[src/sv/voxel_ray_traversal_assert.svh]
// ----------------------------------------------------------------------------
// voxel ray traversal assertion macros
// implication checks used by the ray traversal back end
// ----------------------------------------------------------------------------
`ifndef VOXEL_RAY_TRAVERSAL_ASSERT_SVH
`define VOXEL_RAY_TRAVERSAL_ASSERT_SVH
`ifndef ASSERT_OFF
`define VRT_ASSERT_IMPLY(lbl, clk, rst, ante, cons) \
   lbl: assert property (@(posedge clk) disable iff (rst) (ante) |-> (cons)) \
      else $error("assertion failed");
`define VRT_ASSERT_NEXT(lbl, clk, rst, ante, cons) \
   lbl: assert property (@(posedge clk) disable iff (rst) (ante) |=> (cons)) \
      else $error("assertion failed");
`else
`define VRT_ASSERT_IMPLY(lbl, clk, rst, ante, cons)
`define VRT_ASSERT_NEXT(lbl, clk, rst, ante, cons)
`endif
`endif

[src/sv/vrt_pkg.sv]
// ----------------------------------------------------------------------------
// vrt_pkg
// shared types and constants of the voxel ray traversal block
// ----------------------------------------------------------------------------
`timescale 1ns / 1ps
package vrt_pkg;

   localparam int POS_W    = 10;
   localparam int DIR_W    = 16;
   localparam int MAG_W    = 17;
   localparam int QUO_W    = 25;
   localparam int DIST_W   = 32;
   localparam int FRAC_W   = 10;
   localparam int ORG_W    = 15;
   localparam int DCNT_W   = 5;
   localparam logic [DCNT_W-1:0] DIV_LAST = 5'd24;
   localparam logic [DIST_W-1:0] SAT_DIST = 32'hFFFF_FFFF;
   localparam logic [FRAC_W:0]   ONE_Q10  = 11'd1024;

   localparam logic [1:0] AXIS_X = 2'd0;
   localparam logic [1:0] AXIS_Y = 2'd1;
   localparam logic [1:0] AXIS_Z = 2'd2;

   localparam logic [1:0] REG_ORIGIN_X = 2'd0;
   localparam logic [1:0] REG_ORIGIN_Y = 2'd1;
   localparam logic [1:0] REG_ORIGIN_Z = 2'd2;

   localparam logic [ORG_W-1:0] ORIGIN_X_RST = 15'd22528;
   localparam logic [12:0]      ORIGIN_Y_RST = 13'd0;
   localparam logic [ORG_W-1:0] ORIGIN_Z_RST = 15'd12288;

   typedef enum logic [0:0] {
      OP_WRITE = 1'b0,
      OP_CAST  = 1'b1
   } op_type;

   typedef struct packed {
      op_type             op;
      logic [4:0]         cell_x;
      logic [2:0]         cell_y;
      logic [4:0]         cell_z;
      logic               cell_solid;
      logic signed [DIR_W-1:0] dir_x;
      logic signed [DIR_W-1:0] dir_y;
      logic signed [DIR_W-1:0] dir_z;
   } item_type;

   typedef enum logic [5:0] {
      S_CLEAR = 6'b000001,
      S_IDLE  = 6'b000010,
      S_DIV   = 6'b000100,
      S_SIDE  = 6'b001000,
      S_WALK  = 6'b010000,
      S_EMIT  = 6'b100000
   } state_type;

endpackage

[src/sv/vrt_front.sv]
// ----------------------------------------------------------------------------
// vrt_front
// accepts items, decodes the function and queues them for the back end
// ----------------------------------------------------------------------------
`timescale 1ns / 1ps
module vrt_front import vrt_pkg::*; (
   input  logic                    clock,
   input  logic                    reset,
   input  logic                    req_valid,
   output logic                    req_stall,
   input  logic                    req_func,
   input  logic [4:0]              req_cell_x,
   input  logic [2:0]              req_cell_y,
   input  logic [4:0]              req_cell_z,
   input  logic                    req_cell_solid,
   input  logic signed [DIR_W-1:0] req_dir_x,
   input  logic signed [DIR_W-1:0] req_dir_y,
   input  logic signed [DIR_W-1:0] req_dir_z,
   output logic                    q_valid,
   output item_type                q_item,
   input  logic                    q_pop
);

   item_type   ent_ff [2];
   logic       wptr_ff, wptr_in;
   logic       rptr_ff, rptr_in;
   logic [1:0] cnt_ff, cnt_in;
   item_type   item;
   logic       push;

   always_comb begin
      item.op         = req_func ? OP_CAST : OP_WRITE;
      item.cell_x     = req_cell_x;
      item.cell_y     = req_cell_y;
      item.cell_z     = req_cell_z;
      item.cell_solid = req_cell_solid;
      item.dir_x      = req_dir_x;
      item.dir_y      = req_dir_y;
      item.dir_z      = req_dir_z;
   end

   assign req_stall = (cnt_ff == 2'd2);
   assign push      = req_valid && !req_stall;
   assign q_valid   = (cnt_ff != 2'd0);
   assign q_item    = ent_ff[rptr_ff];

   always_comb begin
      wptr_in = push  ? ~wptr_ff : wptr_ff;
      rptr_in = q_pop ? ~rptr_ff : rptr_ff;
      cnt_in  = cnt_ff + 2'(push) - 2'(q_pop);
   end

   always_ff @(posedge clock) begin
      if (reset) begin
         wptr_ff <= 1'b0;
         rptr_ff <= 1'b0;
         cnt_ff  <= 2'd0;
      end else begin
         wptr_ff <= wptr_in;
         rptr_ff <= rptr_in;
         cnt_ff  <= cnt_in;
      end
      if (push) begin
         ent_ff[wptr_ff] <= item;
      end
   end

endmodule

[config.mk]
export PLATFORM = sky130hd
export DESIGN_NAME = vrt_front
export DESIGN_NICKNAME = d
export VERILOG_FILES = /design/src/sv/voxel_ray_traversal_assert.svh /design/src/sv/vrt_pkg.sv /design/src/sv/vrt_front.sv
export SDC_FILE = /design/constraint.sdc
export NUM_CORES = 1
export LEC_CHECK = 0
export ABC_AREA = 1
export ABC_CLOCK_PERIOD_IN_PS = 10000
export BUFFER_PORTS_ARGS = -buffer_cell sky130_fd_sc_hd__buf_2
export CORE_MARGIN = 2
export CORE_UTILIZATION = 40
export DETAILED_ROUTE_END_ITERATION = 6
export PLACE_DENSITY = 0.69
export SKIP_CTS_REPAIR_TIMING = 1
export SLEW_MARGIN = 25
export SYNTH_ARGS = -nofsm -noshare
export SYNTH_HDL_FRONTEND = slang
export SYNTH_SLANG_ARGS = --single-unit
[constraint.sdc]
create_clock -name clock -period 10 [get_ports clock]
set_input_delay 2 -clock clock [delete_from_list [all_inputs] [get_ports clock]]
set_output_delay 2 -clock clock [all_outputs]
set_load 0.05 [all_outputs]
==> impl_metrics.json <==
{
  "rows": 41,
  "ys_seq_elements": 131,
  "final.setup.worst_slack_ns": 5.66,
  "tightest_slew_ns": 0.843,
  "core_region_area_mm2": 0.0125,
  "drc": 0,
  "synth_area_mm2": 0.00508,
  "path_clk_slew_ns": 0.05,
  "arrival_ns": 2.34,
  "syn-num-nets": 298,
  "irDropWorstVdd_uv": 119,
  "clockBufferDepth": 2,
  "gp_congestion": 0.678,
  "hold_slack_ns": 0.536,
  "via_count": 2494,
  "worst-path-max-fanout": 33,
  "fin_area_mm2": 0.00639,
  "maxSlewViolCount": 0,
  "cts_tree": "built",
  "cts.sinks": 131,
  "yosysSeqAreaShare_pct": 76.4,
  "synth_edf_count": 126,
  "endpoint": "q_item[13]",
  "relSlewSlack_pct": 43.7,
  "first_iter_violations": 149,
  "status": "finished clean",
  "fin_nets": 444,
  "antenna_found_initial": 0,
  "rsz0062_at_grt": "false",
  "swShare_pct": 27.6,
  "io_pins": 132,
  "grt_remaining_overflow": 0,
  "async_flop_share_pct": 0,
  "synth_flop_cell": "edfxtp_1",
  "setup_viol": 0,
  "hold_violations": 0,
  "r2r_slack_ns": 7.77,
  "hold_start": "rptr_ff",
  "powerDensity_mw_per_mm2": 237,
  "cts-buffers-inserted": 17,
  "drive_gt1_share_pct": 58.1,
  "dr.pass1.iters": 4,
  "reg2reg_depth": 5,
  "avgSynthCellArea_um2": 22.2,
  "p_switching_w": 0.000418,
  "wl_per_cell_um": 15.0,
  "pre_cts_ws_ns": 6.04,
  "period_minus_slack_ns": 4.34,
  "r2r-end": "ent_ff[0][48]",
  "die_w_um": 117,
  "min_period_over_period_pct": 43.4,
  "grt_pass1_wl_um": 12400,
  "yosysUniqueCellTypes": 13,
  "h-tree-depth": 4,
  "io_buffer_count": 131,
  "layout_common_cells": "131 x buf_2, 126 x edfxtp_1, 60 x mux2_4",
  "die_h_um": 117,
  "power_leakage_nw": 2.57,
  "wl_um": 8370,
  "yosys_warnings": 0,
  "viasPerCell": 4.45,
  "rr_startpoint": "cnt_ff[0]",
  "pwr-share-seq_pct": 44.5,
  "placed_area_mm2": 0.00586,
  "fmax_mhz": 230,
  "final_util_pct": 51.1,
  "final_common_cell": "buf_2",
  "clkLatencyLatePin_ns": 0.41,
  "power_frac_comb_pct": 18.9,
  "grt_use_total_pct": 12.8,
  "grt_max_degree": 41,
  "worstSetupPathType": "register to output pin",
  "required_ns": 8.00,
  "finalClockSkew_ns": 0.00854,
  "cts_root_buffer": "clkbuf_16",
  "min_path_type": "register to register",
  "maxCapViolCount": 0,
  "synth_cells": 229,
  "p_clk_share_pct": 36.6,
  "grt_pass1_vias": 2555,
  "tns_ns": 0,
  "cp-end-kind": "output pin",
  "start_kind": "register",
  "antenna_left": 0,
  "start_util_pct": 40.6,
  "syn2layout_area_growth_pct": 25.8,
  "power.internal_w": 0.00110,
  "dieArea_mm2": 0.0136
}
==> area by class of cell <==
class	instances	area, µm²
multi-input cells	83	1040
flip-flops and latches	131	3890
inverters	8	30.0
clock inverters	6	57.6
diodes	1	2.50
clock buffers	25	475
repair buffers	134	678
well taps	172	215
fillers	1101	6130
==> registers in the layout, indices dropped and copies added (netlist names), named ones only <==
register  flops
cnt_ff        2
ent_ff      126
rptr_ff       1
wptr_ff       1
==> per-layer routing <==
layer | vias up | GRT usage (%) | share of wire (%)
li1 | 1176 | - | -
met1 | 1221 | 14.4 | 40
met2 | 85 | 20.3 | 51
met3 | 12 | 7.16 | 7.7
met4 | 0 | 5.41 | 1.4
met5 | - | 0 | 0
==> worst min-delay path by stage <==
stage	to	cells past startpoint	slack, ns
5_1_grt	wptr_ff	2	0.59
4_1_cts	rptr_ff	2	0.54
2_1_floorplan	wptr_ff	2	0.47
3_5_place_dp	register	2	0.51
6_report	rptr_ff	2	0.54
3_3_place_gp	register	2	0.50
==> logic make-up (layout without fill, tap and decap cells) <==
family	after synthesis	in the layout	share of synthesized area, %
AOI/OAI and AO/OA	2	2	0.197
xor gates and xnor gates	1	1	0.172
adders and majority gates	2	2	0.492
buffers and inverters	15	173	3.18
DFF	131	131	76.4
muxes	63	63	18.4
other	0	1	0
and+or+nand+nor	15	15	1.16
==> Yosys cell counts (2+ instances only) <==
| library cell | instances | area, µm² |
|---|---|---|
| nand2_1 | 7 | 26.3 |
| a21oi_1 | 2 | 10.0 |
| nor2_1 | 6 | 22.5 |
| mux2_2 | 3 | 33.8 |
| nand3_1 | 2 | 10.0 |
| mux2_4 | 60 | 901 |
| edfxtp_1 | 126 | 3780 |
| buf_12 | 6 | 120 |
| inv_1 | 8 | 30.0 |
| ha_1 | 2 | 25.0 |
| dfxtp_1 | 5 | 100 |
==> through the flow <==
stage / cells / total power (W)
6_report: 560 / 0.00152
2_1_floorplan: 229 / 0.000923
5_1_grt: 559 / 0.00158
4_1_cts: 559 / 0.00154
3_5_place_dp: 528 / 0.000978
3_3_place_gp: 528 / 0.000973
==> power groups by stage <==
stage                     combinational, W  sequential [W]  clock [W]
final                             0.000286        0.000676   0.000555
after global placement            0.000287        0.000685          0
after global routing              0.000303        0.000681   0.000591
after CTS                         0.000291        0.000677   0.000568
after floorplan                   0.000243        0.000680          0
after detailed placement          0.000290        0.000688          0
==> critical path, cell delays in order, from the launching register on <==
cell and delay [ns]:
dfxtp_4 0.72, buf_4 0.62, mux2_4 0.36, buf_2 0.21
(Power assumes the default switching activity.)
